--- config.mk ---
export PLATFORM = sky130hd
export DESIGN_NAME = hsort_cell
export DESIGN_NICKNAME = d
export VERILOG_FILES = /design/src/rtl/hsort_pkg.sv /design/src/rtl/hsort_cell.sv
export SDC_FILE = /design/constraint.sdc
export NUM_CORES = 1
export LEC_CHECK = 0
export BUFFER_PORTS_ARGS = -buffer_cell sky130_fd_sc_hd__buf_2
export CAP_MARGIN = 20
export CORE_ASPECT_RATIO = 0.8
export CORE_MARGIN = 2
export CORE_UTILIZATION = 45
export DETAILED_ROUTE_END_ITERATION = 6
export GPL_ROUTABILITY_DRIVEN = 1
export PLACE_DENSITY = 0.81
export SLEW_MARGIN = 20
export SYNTH_ARGS = -nofsm -noshare
export SYNTH_HDL_FRONTEND = slang
export SYNTH_SLANG_ARGS = --single-unit
export TNS_END_PERCENT = 10
--- constraint.sdc ---
create_clock -name clk_i -period 3.9 [get_ports clk_i]
set_clock_uncertainty 0.05 [all_clocks]
set_input_delay 0.78 -clock clk_i [delete_from_list [all_inputs] [get_ports clk_i]]
set_output_delay 0.78 -clock clk_i [all_outputs]
set_load 0.01 [all_outputs]
--- src/rtl/hsort_pkg.sv ---
// Package for the heap sort core: sizes, value type, controller states and
// the command struct that the controller broadcasts to the cell chain.
// No dependencies.
package hsort_pkg;

  localparam int unsigned DEPTH = 64;
  localparam int unsigned VAL_W = 32;
  localparam int unsigned CNT_W = $clog2(DEPTH + 1);

  typedef logic signed [VAL_W-1:0] value_t;
  typedef logic [CNT_W-1:0]        count_t;

  typedef enum logic {
    ST_LOAD,
    ST_DRAIN
  } state_e;

  // Command broadcast to every cell in the same cycle.
  typedef struct packed {
    logic insert;  // place the input value into its sorted position
    logic pop;     // shift the whole chain one cell towards the output
  } cell_cmd_t;

endpackage

--- src/rtl/hsort_cell.sv ---
// One cell of the sorting chain: holds a single value and hands it to its
// right-hand neighbour on insertion, or takes the right neighbour's on a pop.
// Depends on hsort_pkg.
module hsort_cell (
  input  logic                  clk_i,
  input  logic                  rst_ni,
  input  hsort_pkg::cell_cmd_t  cmd_i,
  input  hsort_pkg::value_t     ins_value_i,
  input  logic                  left_valid_i,
  input  logic                  left_gt_i,
  input  hsort_pkg::value_t     left_value_i,
  input  logic                  right_valid_i,
  input  hsort_pkg::value_t     right_value_i,
  output logic                  valid_o,
  output logic                  gt_o,
  output hsort_pkg::value_t     value_o
);

  logic              valid_q, valid_d;
  hsort_pkg::value_t value_q, value_d;

  // An empty cell behaves as if it held plus infinity.
  assign gt_o = !valid_q || (value_q > ins_value_i);

  always_comb begin
    valid_d = valid_q;
    value_d = value_q;
    if (cmd_i.pop) begin
      valid_d = right_valid_i;
      value_d = right_value_i;
    end else if (cmd_i.insert && gt_o) begin
      valid_d = valid_q | left_valid_i;
      value_d = left_gt_i ? left_value_i : ins_value_i;
    end
  end

  always_ff @(posedge clk_i or negedge rst_ni) begin
    if (!rst_ni) begin
      valid_q <= 1'b0;
    end else begin
      valid_q <= valid_d;
    end
  end

  always_ff @(posedge clk_i) begin
    value_q <= value_d;
  end

  assign valid_o = valid_q;
  assign value_o = value_q;

endmodule

Yosys cells after proc, flatten, opt, wreduce, memory -nomap -nowiden
Index checks and enable logic that the tools add are counted.
{ "totals": {"rom_bits": 0, "mem_bits_rw": 0, "elab_cells": 13, "n_memories": 0, "in_bits": 103, "latch_bits": 0, "out_inout_bits": 34, "reg_bits": 33} }
{ "classes": {"n_eq_ne": 0, "n_div": 0, "muxes": 5, "reduce_logical": 4, "multipliers": 0, "add_sub_neg": 0, "n_lt_le_gt_ge": 1, "bitwise_logic": 1, "n_shift": 0} }
{ "ops": {"columns": ["cell", "n"], "rows": [
  ["32-bit two-way mux", 3],
  ["32-bit greater-than comparator", 1],
  ["1-bit two-way mux", 2],
  ["2-bit nonzero test", 1],
  ["1-bit logical AND", 1],
  ["1-bit zero test", 1],
  ["1-bit logical OR", 1],
  ["1-bit OR", 1]
]} }

Depth between registers and ports, before layout
{ "depth": {"word_depth": 5, "mapped_depth": 8, "ltp_nobuf": 8} }

Worst setup path before layout
OpenSTA, ideal clock, no wires.
{ "synth_timing": {"kind": "input to output", "startpoint": "in ins_value_i[31]", "endpoint": "out gt_o", "t_required_ns": 3.070, "cell_stages": 7, "slack_ns": 0.416, "arrival_ns": 2.654, "path_buffers": 0, "path_cell_list": "inv_1 > ha_1 > nand4_2 > or4_4 > or3_1 > o211a_1 > o31ai_1"} }
{ "synth_via": {"elab_chain_len": 2} }
{ "synth_lines": {"columns": ["element", "line_no", "rtl"], "rows": [
  ["from (decl)", "hsort_cell.sv:8", "input hsort_pkg::value_t ins_value_i,"],
  ["32-bit greater-than comparator", "hsort_cell.sv:23", "assign gt_o = !valid_q || (value_q > ins_value_i);"],
  ["1-bit logical OR", "hsort_cell.sv:23", null],
  ["to (decl)", "hsort_cell.sv:15", "output logic gt_o,"]
]} }
No other way between the ends.

Worst setup path after layout
Same ends and word-level chain as after synthesis.

==> results.md <==
* Routed len/inst at about 14 um
* Largest net degree at the start of global routing at 36
* P_int at 0.000718 W
* Sink Count at 33
* Layout cells sized above 1 at 0.360
* Worst Max-Slew Pin Slew at 0.982 ns
* Fill cell count at 498
* Syn. warnings at 0
* First-pass GRT wire length at 10400 um
* Die width at just under 90 um
* Clock buffer depth at 2
* Post-synth EDFFs at 32
* Nets at 539
* Compound-Gate Fraction of Synth Area at 0.133
* Syn_area_per_cell at 9.37 um^2
* Final hold viol count at 0
* Slew HR at 0.346
* FFs w/ async S/R, synth at 0.0303
* Post-Syn Area at approximately 0.0025 mm^2
* Sequential Power Share at 0.448
* Post-Synthesis Cells at 270
* Worst r2r dst: value_o[26]$_DFFE_PP_
* CTS HTree Levels at 2
* Max-Cap Viols at 0
* Simple-Gate Fraction of Synth Area at 0.124
* Switching part of the total at 0.309
* Post-CTS setup repair buffer count at 0
* Worst setup margin at 0.173 ns
* Post-Synth Adder-Cell Area at 0.158
* Drt first pass iters at 4
* Fmax at 268 MHz
* Post-DRT Antenna Nets at 0
* Skew-Pair Late Insertion Delay at 0.28 ns
* Minimum clock period at approximately 3.7 ns
* DRT iter0 DRCs at 84
* CP required at between 3 and 4 ns
* Arrival time worst endpoint at 2.90 ns
* Register area share after synthesis at 0.390
* Placer congestion estimate at between 0.9 and 1
* Initial antenna violation count at 0
* Clock Power Share at 0.235
* Core Rows at 24
* Post-synthesis xor/xnor area fraction at 0
* # setup viols final at 0
* Pleak at 1.78 nW
* Worst Hold Class: input port to asynchronous set/reset pin
* R2R depth at 7
* IO buf count at 136
* Routed WL at 6640 um
* Final period util at 0.956
* Combinational Power Share at 0.316
* P_sw at 0.000320 W
* Avg Vias per Cell at about 5.0
* Setup slack on the worst flop-to-flop path at 0.83 ns
* Largest family of logic cells by synthesized area: adder cells
* Startpoint Class: input port
* Root Buffer: clkbuf_8
* Die span in y at 71.0 um
* Crit. End Element: output port
* Setup Crit Path Kind: input port to output port
* I/O pin total at about 140
* Post-CTS Hold Buffers at 0
* Post-synth top cells: nand2_1 (45), o21ai_0 (37), inv_1 (35)
* Drt drc at 0
* CTS tree: done
* Crit path max fanout at 6
* Top post-synthesis cells by area: edfxtp_1 (38%), ha_1 (16%), mux2i_1 (13%)
* Status: finished, final reports clean
* Mux share of post-synthesis cell area at 0.127
* Layout area overhead at 32.9%
* Number of synthesized register bits at 33
* Die area at 0.00624 mm^2
* Post-synth top area share at 0.380
* Count leader, synth: nand2_1
* GRT Residual Overflow at 0
* Ant diodes at 0
* Number of buffers created by CTS at 5
* Syn nets at 405
* Setup TNS Final at 0 ns
* Post-detail-place hpwl at 5320 um
* Max Slew Vio Count at 0
* Core Box Area at 0.00544 mm^2
* Gr usage total at 0.218
* Pwr dens at a little over 300 mW/mm^2
* Vias at 2420
* Reg-to-Reg Start: value_o[31]$_DFFE_PP_
* Post-CTS resize count at 0
* Netlist cell types at 30
* Top FF cell, synth: edfxtp_1
* Worst vdd ir at around 0.00021 V
* Clock slew at reported path FFs at roughly 0.060 ns
* Initial Util at 0.465
* Area leader, netlist: edfxtp_1
* Pre-CTS setup slack at just under 0.2 ns
* Vias in the first global route at 2330
* RSZ-0062 raised after global routing: false
critical path: stages:
cell     delay (ns)
buf_2          0.09
inv_1          0.04
ha_1           0.38
nand4_2        0.18
or4_4          0.55
or3_1          0.34
o211a_1        0.14
o31ai_1        0.21
buf_2          0.17
cells by family after synthesis:
group           count (synthesis)
simple gates                   66
fa+ha+maj                      32
flops                          33
mux                            32
buf+inv                        46
compound gates                 61
per-stage QoR:
step	std cells	power (W)	instance area (um^2)	hold WS (ns)	utilization
after floorplan	270	0.000653	2530	0.434	-
after global placement	475	0.000787	3280	0.505	0.604
after detailed placement	475	0.000800	3280	0.506	0.604
after CTS	483	0.00105	3360	0.206	0.618
after global routing	483	0.00111	3360	0.199	0.618
final	483	0.00104	3360	0.213	0.618
power groups by stage:
stage | combinational (W) | sequential (W) | clock [W]
6_report | 0.000328 | 0.000465 | 0.000244
5_1_grt | 0.000372 | 0.000471 | 0.000268
4_1_cts | 0.000331 | 0.000465 | 0.000253
3_5_place_dp | 0.000328 | 0.000472 | 0
3_3_place_gp | 0.000317 | 0.000470 | 0
2_1_floorplan | 0.000161 | 0.000491 | 0
state kept, by name, indices dropped and copies added, names as in the netlist:
name	cells
valid_o	1
value_o	32
routing by layer:
metal,up-vias,global-route usage,wire [um]
met5,-,0,0
met4,0,0.0650,72
met3,7,0.0502,442
met2,86,0.373,3160
met1,1095,0.274,2960
li1,1232,-,-
area by class of cell:
type | count | area (um^2) | area share
multi-input combinational | 191 | 1370 | 0.408
tap | 78 | 97.6 | 0.0290
timing repair buffer | 138 | 696 | 0.207
inverter | 35 | 131 | 0.0391
sequential | 33 | 986 | 0.293
clock buffer | 8 | 80.1 | 0.0238
worst max-delay path by stage:
stage                    startpoint  slack, ns   end
finish              ins_value_i[31]       0.17  gt_o
global route        ins_value_i[31]        0.1  gt_o
CTS                 ins_value_i[31]       0.19  gt_o
detailed placement  ins_value_i[31]       0.20  gt_o
global placement    ins_value_i[31]       0.25  gt_o
floorplan           ins_value_i[31]       0.42  gt_o
layout by cell type (no fill, tap or decap):
cell type  netlist  layout
a21o_1           1       1
a21oi_1         15      15
a221oi_1         2       2
and2_1           1       1
and3_1           1       1
and4_1           1       1
buf_2            0     136
buf_4            0       2
clkbuf_1         8       3
clkbuf_8         0       5
dfrtp_1          1       1
edfxtp_1        32      32
ha_1            32      32
inv_1           35      35
mux2i_1         32      32
nand2_1         45      45
nand2b_1         1       1
nand3_1          3       3
nand4_1          5       5
nand4_2          1       1
nor2_1           2       2
nor3_1           1       1
nor4_2           1       1
o2111ai_1        1       1
o211a_1          1       1
o21a_1           2       2
o21ai_0         37      37
o311a_1          1       1
o31ai_1          1       1
or3_1            1       1
or4_1            2       2
or4_4            1       1
Power figures use the tool's default switching activity.
