`src/rtl/hsort_pkg.sv`:
```
// Package for the heap sort core: sizes, value type, controller states and
// the command struct that the controller broadcasts to the cell chain.
// No dependencies.
package hsort_pkg;

  localparam int unsigned DEPTH = 64;
  localparam int unsigned VAL_W = 32;
  localparam int unsigned CNT_W = $clog2(DEPTH + 1);

  typedef logic signed [VAL_W-1:0] value_t;
  typedef logic [CNT_W-1:0]        count_t;

  typedef enum logic {
    ST_LOAD,
    ST_DRAIN
  } state_e;

  // Command broadcast to every cell in the same cycle.
  typedef struct packed {
    logic insert;  // place the input value into its sorted position
    logic pop;     // shift the whole chain one cell towards the output
  } cell_cmd_t;

endpackage

```
`src/rtl/hsort_ctrl.sv`:
```
// Controller of the heap sort core: element count, overflow flag and the
// load/drain state machine that commands the cell chain. Depends on hsort_pkg.
module hsort_ctrl (
  input  logic                 clk_i,
  input  logic                 rst_ni,
  input  logic                 in_valid_i,
  input  logic                 in_last_i,
  input  logic                 out_ready_i,
  output logic                 in_ready_o,
  output logic                 out_valid_o,
  output logic                 final_res_o,
  output logic                 dropped_o,
  output hsort_pkg::cell_cmd_t cmd_o
);

  hsort_pkg::state_e state_q, state_d;
  hsort_pkg::count_t count_q, count_d;
  logic              ovf_q, ovf_d;
  logic              in_xfer, out_xfer, full;

  assign full     = (count_q == hsort_pkg::count_t'(hsort_pkg::DEPTH));
  assign in_xfer  = in_valid_i && (state_q == hsort_pkg::ST_LOAD);
  assign out_xfer = out_ready_i && (state_q == hsort_pkg::ST_DRAIN);

  always_comb begin
    state_d      = state_q;
    count_d      = count_q;
    ovf_d        = ovf_q;
    in_ready_o   = 1'b0;
    out_valid_o  = 1'b0;
    cmd_o.insert = 1'b0;
    cmd_o.pop    = 1'b0;
    case (state_q)
      hsort_pkg::ST_LOAD: begin
        in_ready_o = 1'b1;
        if (in_xfer) begin
          if (full) begin
            ovf_d = 1'b1;
          end else begin
            cmd_o.insert = 1'b1;
            count_d      = count_q + 1'b1;
          end
          if (in_last_i) begin
            state_d = hsort_pkg::ST_DRAIN;
          end
        end
      end
      hsort_pkg::ST_DRAIN: begin
        out_valid_o = 1'b1;
        if (out_xfer) begin
          cmd_o.pop = 1'b1;
          count_d   = count_q - 1'b1;
          if (final_res_o) begin
            ovf_d   = 1'b0;
            state_d = hsort_pkg::ST_LOAD;
          end
        end
      end
      default: begin
        state_d = hsort_pkg::ST_LOAD;
      end
    endcase
  end

  assign final_res_o = (count_q == hsort_pkg::count_t'(1));
  assign dropped_o   = ovf_q;

  always_ff @(posedge clk_i or negedge rst_ni) begin
    if (!rst_ni) begin
      state_q <= hsort_pkg::ST_LOAD;
      count_q <= '0;
      ovf_q   <= 1'b0;
    end else begin
      state_q <= state_d;
      count_q <= count_d;
      ovf_q   <= ovf_d;
    end
  end

endmodule

```
`config.mk`:
```
export PLATFORM = sky130hd
export DESIGN_NAME = hsort_ctrl
export DESIGN_NICKNAME = d
export VERILOG_FILES = /design/src/rtl/hsort_pkg.sv /design/src/rtl/hsort_ctrl.sv
export SDC_FILE = /design/constraint.sdc
export NUM_CORES = 1
export LEC_CHECK = 0
export ABC_AREA = 1
export BUFFER_PORTS_ARGS = -buffer_cell sky130_fd_sc_hd__clkbuf_2
export CAP_MARGIN = 20
export CORE_MARGIN = 2
export CORE_UTILIZATION = 40
export CTS_BUF_LIST = sky130_fd_sc_hd__clkbuf_8 sky130_fd_sc_hd__clkbuf_16
export DETAILED_ROUTE_END_ITERATION = 10
export PLACE_DENSITY = 0.62
export SETUP_SLACK_MARGIN = 0.3
export SLEW_MARGIN = 20
export SYNTH_ARGS = -nofsm -noshare
export SYNTH_HDL_FRONTEND = slang
export SYNTH_SLANG_ARGS = --single-unit
```
`constraint.sdc`:
```
create_clock -name clk_i -period 2.1 [get_ports clk_i]
set_input_delay 0.21 -clock clk_i [delete_from_list [all_inputs] [get_ports clk_i]]
set_output_delay 0.21 -clock clk_i [all_outputs]
set_load 0.02 [all_outputs]
```
=== Word-level counts from Yosys, hierarchy flattened ===
Cells that the tools add are included.

* Muxes and demuxes: 21
* Bitwise operators: 1
* Equality and inequality tests: 7
* $add $sub $neg: 2
* Reduce and logical (&&, ||, !) cells: 4

{| class="wikitable"
|+ Operator list
! operator !! number
|-
| two-way mux 7 bit || 3
|-
| two-way mux 1 bit || 15
|-
| case mux 7 bit (2 select lines) || 1
|-
| != test 2 bit, second input constant || 4
|-
| adder 7 x 1 -> 7 bit, second input constant || 1
|-
| == test 7 x 1 -> 1 bit, second input constant || 1
|-
| == test 7 bit, second input constant || 1
|-
| subtractor 7 x 1 -> 7 bit, second input constant || 1
|-
| case mux 1 bit (2 select lines) || 2
|-
| AND reduction 4 bit || 1
|-
| AND reduction 3 bit || 1
|-
| logical AND 1 bit || 2
|-
| != test 2 x 1 -> 1 bit, second input constant || 1
|-
| NOT 1 bit || 1
|}

* Logic and storage cells: 38
* Output and inout port bits: 6
* Flip-flop bits (word level): 9

=== Depth between registers and ports, before layout ===
Gate-level depths: netlist (run 1).

* Depth after elaboration: 4
* Mapped depth: 10
* Gate-level depth less buffers: 10

=== Worst setup path after synthesis (run 1) ===
Ideal clock, no wire load.

* Path kind: register -> register
* Start point: reg count_q[1]
* End point: reg state_q
* Required time: 1.979 ns
* Stages on the path, launching flop included: 7
* Arrival: 1.244 ns
* Setup slack: 0.735 ns
* Period minus slack after synthesis: 1.365 ns
* Setup time: 0.121 ns
* Path through: dfrtp_1 -> inv_1 -> ha_1 -> nand2_1 -> nor2_2 -> nand2_1 -> a22o_1

* Cells in the longest elaborated chain, start to end: 4

{| class="wikitable"
|+ RTL lines
! item !! RTL line !! text
|-
| start, declared || hsort_ctrl.sv:17 || <nowiki>hsort_pkg::count_t count_q, count_d;</nowiki>
|-
| start signal, assigned || hsort_ctrl.sv:75 || <nowiki>count_q <= count_d;</nowiki>
|-
| == test 7 x 1 -> 1 bit || hsort_ctrl.sv:65 || <nowiki>assign final_res_o = (count_q == hsort_pkg::count_t'(1));</nowiki>
|-
| net final_res_o || hsort_ctrl.sv:11 || <nowiki>output logic final_res_o,</nowiki>
|-
| two-way mux 1 bit || hsort_ctrl.sv:53 || <nowiki>if (final_res_o) begin</nowiki>
|-
| two-way mux 1 bit || hsort_ctrl.sv:50 || <nowiki>if (out_xfer) begin</nowiki>
|-
| case mux 1 bit (2 select lines) || hsort_ctrl.sv:33 || <nowiki>case (state_q)</nowiki>
|-
| net state_d || hsort_ctrl.sv:16 || <nowiki>hsort_pkg::state_e state_q, state_d;</nowiki>
|-
| end signal, assigned || hsort_ctrl.sv:70 || <nowiki>state_q <= hsort_pkg::ST_LOAD;</nowiki>
|-
| end signal, assigned || hsort_ctrl.sv:74 || <nowiki>state_q <= state_d;</nowiki>
|-
| end, declared || hsort_ctrl.sv:16 ||
|}

The timed path passes the listed nets, and every way through them passes these cells.
A chain may end at the register's enable or synchronous reset.

==> out/results.tsv, run 1 <==
metric	value	unit
outcome	finished, final reports clean	
hold_class	in2reg	
start_util	42.8	%
crit_chain	inv_2 -> ha_1 -> nand2_1 -> inv_1 -> nand3_1 -> nand2_1 -> inv_1 -> clkbuf_2	
fin_crit	1.62	ns
fin_cells	141	
ctsHtreeMaxLevel	1	
nFillCells	172	
syn-instance-count	103	
vdd_drop_max	0.853	mV
yosys.area.top_type	dfrtp_1	
path_clk_slew	0.05	ns
netSwitchingPower	640	uW
cp_slowest_stage_delay	0.44	ns
placed_cells	136	
core_area	0.00173	mm^2
rrSetupSlack	0.70	ns
viasPerCell	4.42	
hold_viol	0	
die_area	0.00221	mm^2
grt_overflow	0	
dpl.hpwl	1070	um
whs_path_depth	2	
pwr-share-seq	30.8	%
clock_skew	0.00383	ns
syn_avg_cell_area	7.18	um^2
whs_endpoint	state_q	
antenna_found_initial	0	
die_h	47.0	um
cp.required	1.89	ns
ys_ff_latch	9	
clk_latency	0.23	ns
cp_max_fo	6	
die_x	47.0	um
switching_share	49.8	%
setup_viol	0	
async_reset_ff_share	100	%
gp_congestion	0.789	
power_density	1510	mW/mm^2
drive_above_1_share	27.6	%
ys_types	21	
grt_pass1_vias	496	
grt_pass1_wl	2260	um
tightest_slew	0.445	ns
relSlewSlack	70.3	%
final.setup.tns	0	ns
cts_tree	yes	
drt_pre_antenna_iters	4	
syn_area	739	um^2
rows	15	
worst-r2r-cell-count	9	
synth_edf_count	0	
ys_warn_count	0	
multi_input_comb_area	423	um^2
worstSetupPathType	reg2out	
grt_max_degree	12	
grt_use_total	14.8	%
synth_commonest_cells	nand2_1 (31), inv_1 (12), dfrtp_1 (9), nor2_1 (9), nand3_1 (8)	
maxCapViolCount	0	
clock_path_buffers	2	
nets	126	
seq_area_frac_synth	30.5	%
leakagePower	0.000452	uW
intPower	646	uW
grt_setup_unrepaired	no	
regArea	225	um^2
fmax	0.618	GHz
root_buffer	clkbuf_8	
worstPathArrival	1.41	ns
post-place-ws	0.650	ns
finish.utilization	49.5	%
r2r_end	count_q[2]	
drt_iter0_drc	24	
period_share	77.1	%
totalWireLength	1330	um
rr_startpoint	count_q[1]	
cp_slowest_cell	dfrtp_1	
cts_buffers	3	
worst_setup_path_end_kind	output port	
yosysMostFrequentCell	nand2_1	
drc	0	
ioPinCount	11	
routedWlPerCell	9.43	um
synth_nets	112	
min_from	in_last_i	
setup_slack	0.482	ns
maxSlewViolCount	0	
p_total	1290	uW
pwr-share-comb	53.8	%
vias	623	
numPortBuffers	10	
ant_nets	0	
p_clk_share	15.3	%
cts_sinks	9	
synth.area.top_cells	dfrtp_1 (30%), nand2_1 (16%), ha_1 (6.8%)	
antenna_cells	0	
area_growth	15.6	%
synth.top_cell.area_share	30.5	%
cp-start-kind	flip-flop	
synth_flop_cell	dfrtp_1	
==> through the flow <==
| stage | area [um^2] | hold slack [ns] |
|---|---|---|
| global placement | 798 | 0.0839 |
| finish | 855 | 0.201 |
| detailed placement | 798 | 0.0841 |
| CTS | 855 | 0.201 |
| global route | 855 | 0.206 |
| floorplan | 739 | -0.0856 |
==> what timing repair did <==
action / in CTS / in global routing
gates resized for setup: 0 / 2
endpoints found under the setup margin: 0 / 1
hold buffers: 1 / 0
endpoints found under the hold margin: 9 / 0
setup buffers: 0 / 0
==> critical path: cells and delay by family (launching register included) <==
kind / cells / cell delay [ns]
adders and majority gates: 1 / 0.15
buffers and inverters: 4 / 0.39
DFF: 1 / 0.44
and+or+nand+nor: 3 / 0.19
==> power groups by stage <==
stage / logic, uW / clock network [uW] / registers (uW)
after floorplan: 610 / 0 / 356
after global placement: 700 / 0 / 397
after detailed placement: 691 / 0 / 396
after CTS: 698 / 207 / 393
after global routing: 787 / 218 / 414
final: 692 / 197 / 397
==> cell families after synthesis <==
group,Yosys count,synth area share [%]
compound gates,7,5.75
xor+xnor,4,4.74
fa+ha+maj,4,6.77
buf+inv,19,12.4
flops,9,30.5
simple gates,60,39.9
==> layer usage <==
metal / GRT usage (%) / wire length [um]
met5: 0 / 0
met3: 6.92 / 68
met1: 23.1 / 709
met4: 1.67 / 4
met2: 18.6 / 548
==> worst max-delay path by stage <==
| stage | slack [ns] | cells after the start | start | end |
|---|---|---|---|---|
| finish | 0.48 | 8 | count_q[1] | cmd_o[1] |
| global route | 0.34 | 8 | count_q[1] | cmd_o[1] |
| CTS | 0.40 | 8 | count_q[0] | cmd_o[1] |
| detailed placement | 0.65 | 9 | count_q[0] | count_q[3] |
| global placement | 0.67 | 9 | count_q[0] | count_q[3] |
| floorplan | 0.74 | 6 | count_q[1] | state_q |
==> area by class of cell <==
cell class / instances / share of cell area (%)
tap: 25 / 3.66
clock buffer: 3 / 4.83
multi-input combinational: 75 / 49.5
timing repair buffer: 11 / 7.03
inverter: 17 / 8.05
clock inverter: 1 / 0.586
sequential: 9 / 26.4
==> cells in the final DEF (no fill, tap or decap), types with 4 or more instances in the layout <==
cell type  instances
clkbuf_2          10
dfrtp_1            9
ha_1               4
inv_1             10
inv_2              5
nand2_1           31
nand3_1            8
nor2_1             9
o21ai_0            4
==> sequential cells by signal (all words and copies together) (netlist names) <==
| name | cells |
|---|---|
| dropped_o | 1 |
| count_q | 7 |
| state_q | 1 |
Power figures use the tool's default switching activity.
==> inputs of run 2 (changes only) <==
- clock period: 2.1 -> 1.6 ns (I/O delays scaled with it)
==> out/results.tsv, run 2 (synthesis results as in run 1) <==
metric	value	unit	change
largest_reg_flops	7		unchanged
die_h	47.0	um	unchanged
grt_overflow	0		unchanged
relSlewSlack	81.9	%	was 70.3%
die_x	47.0	um	unchanged
drt_iter0_drc	8		was 24
drive_above_1_share	46.5	%	was 27.6%
rows	15		unchanged
grt_pass1_wl	2880	um	was 2260 um
cts_buffers	3		unchanged
viasPerCell	4.73		was 4.42
finish.utilization	60.4	%	was 49.5%
start_util	42.8	%	unchanged
fin_cells	154		was 141
whs	0.166	ns	was 0.201 ns
die_area	0.00221	mm^2	unchanged
worst_setup_path_end_kind	output port		unchanged
p_total	2170	uW	was 1290 uW
pwr-share-seq	23.0	%	was 30.8%
cts_tree	yes		unchanged
tightest_slew	0.272	ns	was 0.445 ns
cts_sinks	9		unchanged
vias	728		was 623
switching_share	48.5	%	was 49.8%
hold_class	in2reg		unchanged
cp_max_fo	4		was 6
hold_viol	0		unchanged
clock_skew	0.00692	ns	was 0.00383 ns
worstSetupPathType	reg2out		unchanged
p_clk_share	12.3	%	was 15.3%
ant_nets	0		unchanged
vdd_drop_max	1.18	mV	was 0.853 mV
placed_cells	136		unchanged
final.setup.tns	0	ns	unchanged
area_growth	40.9	%	was 15.6%
final_cell_mix	nand2_1 (27), buf_4 (11), inv_1 (9), nor2_1 (9), clkbuf_2 (8)		was nand2_1 (31), inv_1 (10), clkbuf_2 (10)
nets	139		was 126
grt_use_total	19.5	%	was 14.8%
path_clk_slew	0.05	ns	about the same
clock_path_buffers	2		unchanged
setup_viol	0		unchanged
clk_latency	0.24	ns	was 0.23 ns
netSwitchingPower	1050	uW	was 640 uW
fmax	0.702	GHz	
cp.required	1.44	ns	was 1.89 ns
antenna_cells	0		unchanged
top_register	count_q		unchanged
dpl.hpwl	1180	um	was 1070 um
outcome	finished, final reports clean		unchanged
ctsHtreeMaxLevel	1		unchanged
grt_max_degree	12		unchanged
intPower	1110	uW	was 646 uW
cp-start-kind	flip-flop		unchanged
totalWireLength	1960	um	was 1330 um
antenna_found_initial	0		unchanged
nFillCells	160		was 172
pwr-share-comb	64.8	%	was 53.8%
worstPathArrival	1.27	ns	was 1.41 ns
maxCapViolCount	0		unchanged
grt_setup_unrepaired	yes		was no
ioPinCount	11		unchanged
leakagePower	0.000521	uW	was 0.000452 uW
routedWlPerCell	12.7	um	was 9.43 um
numPortBuffers	10		unchanged
maxSlewViolCount	0		unchanged
grt_pass1_vias	648		was 496
period_share	89.1	%	
power_density	2080	mW/mm^2	was 1510 mW/mm^2
drc	0		unchanged
fin_crit	1.43	ns	
core_area	0.00173	mm^2	unchanged
final_common_cell	nand2_1		unchanged
rrSetupSlack	0.22	ns	was 0.70 ns
gp_congestion	0.785		was 0.789
root_buffer	clkbuf_8		unchanged
drt_pre_antenna_iters	4		unchanged
## run 2: cell types whose count changed in the layout (fill, tap and decap cells not counted), sizes merged
cell	before	now
buf	0	13
## run 2: metrics by stage
| step | setup WS (ns) | instance area (um^2) |
|---|---|---|
| finish | 0.175 | 1040 |
| global route | 0.109 | 1040 |
| CTS | 0.189 | 1020 |
| detailed placement | 0.190 | 805 |
| global placement | 0.218 | 805 |
| floorplan | 0.316 | 746 |
## run 2: power groups by stage
stage                     Clock (uW)  Sequential (uW)  Combinational (uW)
after CTS                        275              491                1290
after global placement             0              527                 931
after floorplan                    0              474                 812
after global routing             291              512                1540
after detailed placement           0              532                 929
final                            266              497                1400
## run 2: path summary, 6_finish.rpt
check                             endpoint       start  depth (start not counted)
worst max-delay path              cmd_o[1]  count_q[0]                          8
worst min-delay path               state_q   in_last_i                          2
worst max register to register  count_q[1]  count_q[0]                          9
worst min register to register   dropped_o   dropped_o                          2
max in group asynchronous          state_q      rst_ni                          2
min in group asynchronous       count_q[0]      rst_ni                          2
## run 2: critical path, stage by stage (launching register included)
cell	delay (ns)
dfrtp_1	0.41
inv_2	0.10
ha_4	0.13
nand2_2	0.04
inv_2	0.06
nand3_2	0.05
nand2_1	0.06
inv_1	0.04
clkbuf_8	0.14
## run 2: final cells by class
| class | instances | area (um^2) | share of cell area [%] |
|---|---|---|---|
| clock buffer | 3 | 41.3 | 3.96 |
| clock inverter | 1 | 5.00 | 0.480 |
| inverter | 17 | 68.8 | 6.60 |
| multi-input combinational | 75 | 483 | 46.3 |
| sequential | 9 | 230 | 22.1 |
| tap | 25 | 31.3 | 3.00 |
| timing repair buffer | 24 | 183 | 17.5 |
## run 2: layer usage
| metal | vias to the layer above | global-route usage, % | wire length [um] |
|---|---|---|---|
| met5 | - | 0 | 0 |
| met3 | 6 | 7.69 | 56 |
| met4 | 0 | 9.44 | 39 |
| li1 | 367 | - | - |
| met1 | 340 | 25.5 | 883 |
| met2 | 15 | 27.9 | 979 |
## run 2: what timing repair did
action	4_1_cts	5_1_grt
hold buffers	1	0
gates resized for setup	20	6
cloned	0	0
pin swaps	10	2
buffers inserted	12	1
setup endpoints to repair	9	10
hold endpoints to repair	9	0
==> inputs of run 3 (changes only) <==
--- a/config.mk
+++ b/config.mk
@@ -13,2 +13,3 @@
 export CTS_BUF_LIST = sky130_fd_sc_hd__clkbuf_8 sky130_fd_sc_hd__clkbuf_16
+export CTS_CLUSTER_SIZE = 14
 export DETAILED_ROUTE_END_ITERATION = 10
==> constraint.sdc (replaced) <==
create_clock -name clk_i -period 1.6 [get_ports clk_i]
set_input_delay 0.08 -clock clk_i [delete_from_list [all_inputs] [get_ports clk_i]]
set_output_delay 0.08 -clock clk_i [all_outputs]
set_load 0.02 [all_outputs]
==> out/results.tsv, run 3 (synthesis results as in run 1) <==
metric	value	unit	change
p_total	2310	uW	was 2170 uW
ant_nets	0		unchanged
drc	0		unchanged
drt_iter0_drc	12		was 8
ioPinCount	11		unchanged
fmax	0.723	GHz	was 0.702 GHz
viasPerCell	4.72		was 4.73
drt_pre_antenna_iters	4		unchanged
grt_pass1_wl	2790	um	was 2880 um
grt_setup_unrepaired	yes		unchanged
path_clk_slew	0.05	ns	about the same
relSlewSlack	83.0	%	was 81.9%
largest_reg_flops	7		unchanged
cts_buffers	3		unchanged
finish.utilization	63.0	%	was 60.4%
tightest_slew	0.255	ns	was 0.272 ns
leakagePower	0.000532	uW	was 0.000521 uW
outcome	finished, final reports clean		unchanged
nets	141		was 139
grt_pass1_vias	613		was 648
worstPathArrival	1.30	ns	was 1.27 ns
grt_max_degree	12		unchanged
dpl.hpwl	1180	um	unchanged
power_density	2130	mW/mm^2	was 2080 mW/mm^2
period_share	86.5	%	was 89.1%
rows	15		unchanged
cts_sinks	9		unchanged
drive_above_1_share	50.4	%	was 46.5%
maxCapViolCount	0		unchanged
ctsHtreeMaxLevel	1		unchanged
start_util	42.8	%	unchanged
gp_congestion	0.785		unchanged
final.setup.tns	0	ns	unchanged
die_x	47.0	um	unchanged
rrSetupSlack	0.26	ns	was 0.22 ns
cts_tree	yes		unchanged
die_h	47.0	um	unchanged
die_area	0.00221	mm^2	unchanged
area_growth	47.0	%	was 40.9%
antenna_cells	0		unchanged
cp_max_fo	3		was 4
top_register	count_q		unchanged
vias	736		was 728
grt_overflow	0		unchanged
cp-start-kind	flip-flop		unchanged
grt_use_total	18.7	%	was 19.5%
final_common_cell	nand2_1		unchanged
cp.required	1.52	ns	was 1.44 ns
clock_skew	0.00349	ns	was 0.00692 ns
hold_class	in2reg		unchanged
numPortBuffers	10		unchanged
worstSetupPathType	reg2out		unchanged
fin_crit	1.38	ns	was 1.43 ns
clock_path_buffers	2		unchanged
final_cell_mix	nand2_1 (24), buf_4 (12), nand2_2 (10)		was nand2_1 (27), buf_4 (11), inv_1 (9), nor2_1 (9), clkbuf_2 (8)
totalWireLength	2050	um	was 1960 um
antenna_found_initial	0		unchanged
vdd_drop_max	0.999	mV	was 1.18 mV
hold_viol	0		unchanged
worst_setup_path_end_kind	output port		unchanged
routedWlPerCell	13.1	um	was 12.7 um
core_area	0.00173	mm^2	unchanged
root_buffer	clkbuf_8		unchanged
maxSlewViolCount	0		unchanged
setup_viol	0		unchanged
clk_latency	0.24	ns	about the same
nFillCells	155		was 160
## run 3: worst max-delay path: stages (launching register included)
cell and delay [ns]:
dfrtp_2 0.43, inv_4 0.08, ha_4 0.13, nand2_2 0.04
inv_2 0.08, nand3_2 0.06, nand2_1 0.06, inv_1 0.04
clkbuf_8 0.14
## run 3: final timing paths
check                                 from    endpoint  depth (start not counted)
worst max-delay path            count_q[1]    cmd_o[1]                          8
worst min-delay path             in_last_i     state_q                          2
worst max register to register  count_q[1]  count_q[6]                         10
worst min register to register   dropped_o   dropped_o                          2
max in group asynchronous           rst_ni  count_q[2]                          2
min in group asynchronous           rst_ni  count_q[0]                          2
## run 3: layout make-up
class | count | area [um^2] | share of cell area (%)
Sequential cell | 9 | 230 | 21.2
Tap cell | 25 | 31.3 | 2.88
Clock inverter | 1 | 5.00 | 0.460
Multi-Input combinational cell | 75 | 507 | 46.6
Clock buffer | 3 | 41.3 | 3.80
Timing Repair Buffer | 26 | 199 | 18.3
Inverter | 17 | 73.8 | 6.79
## run 3: where the power goes
part	switching, uW	internal [uW]
Sequential	146	347
Combinational	876	674
Clock	98.3	170
## run 3: timing repair
| action | 4_1_cts | 5_1_grt |
|---|---|---|
| setup buffers | 10 | 5 |
| hold buffers | 1 | 0 |
| hold endpoints to repair | 9 | 0 |
| pin swaps | 3 | 8 |
| gates resized for setup | 13 | 20 |
| setup endpoints to repair | 9 | 9 |
## run 3: stage by stage
stage	instance area, um^2	instances	setup slack, ns	hold WS [ns]
after CTS	986	151	0.237	0.0714
after detailed placement	805	136	0.190	-0.0429
final	1090	156	0.216	0.0905
after floorplan	746	103	0.316	-0.216
after global routing	1090	156	0.165	0.0943
after global placement	805	136	0.218	-0.0421
## run 3: routing by layer
layer / share of wire, % / global-route usage (%)
met5: 0 / 0
met3: 4.1 / 5.77
met2: 50 / 28.8
met1: 45 / 25.2
met4: 1.0 / 5.56
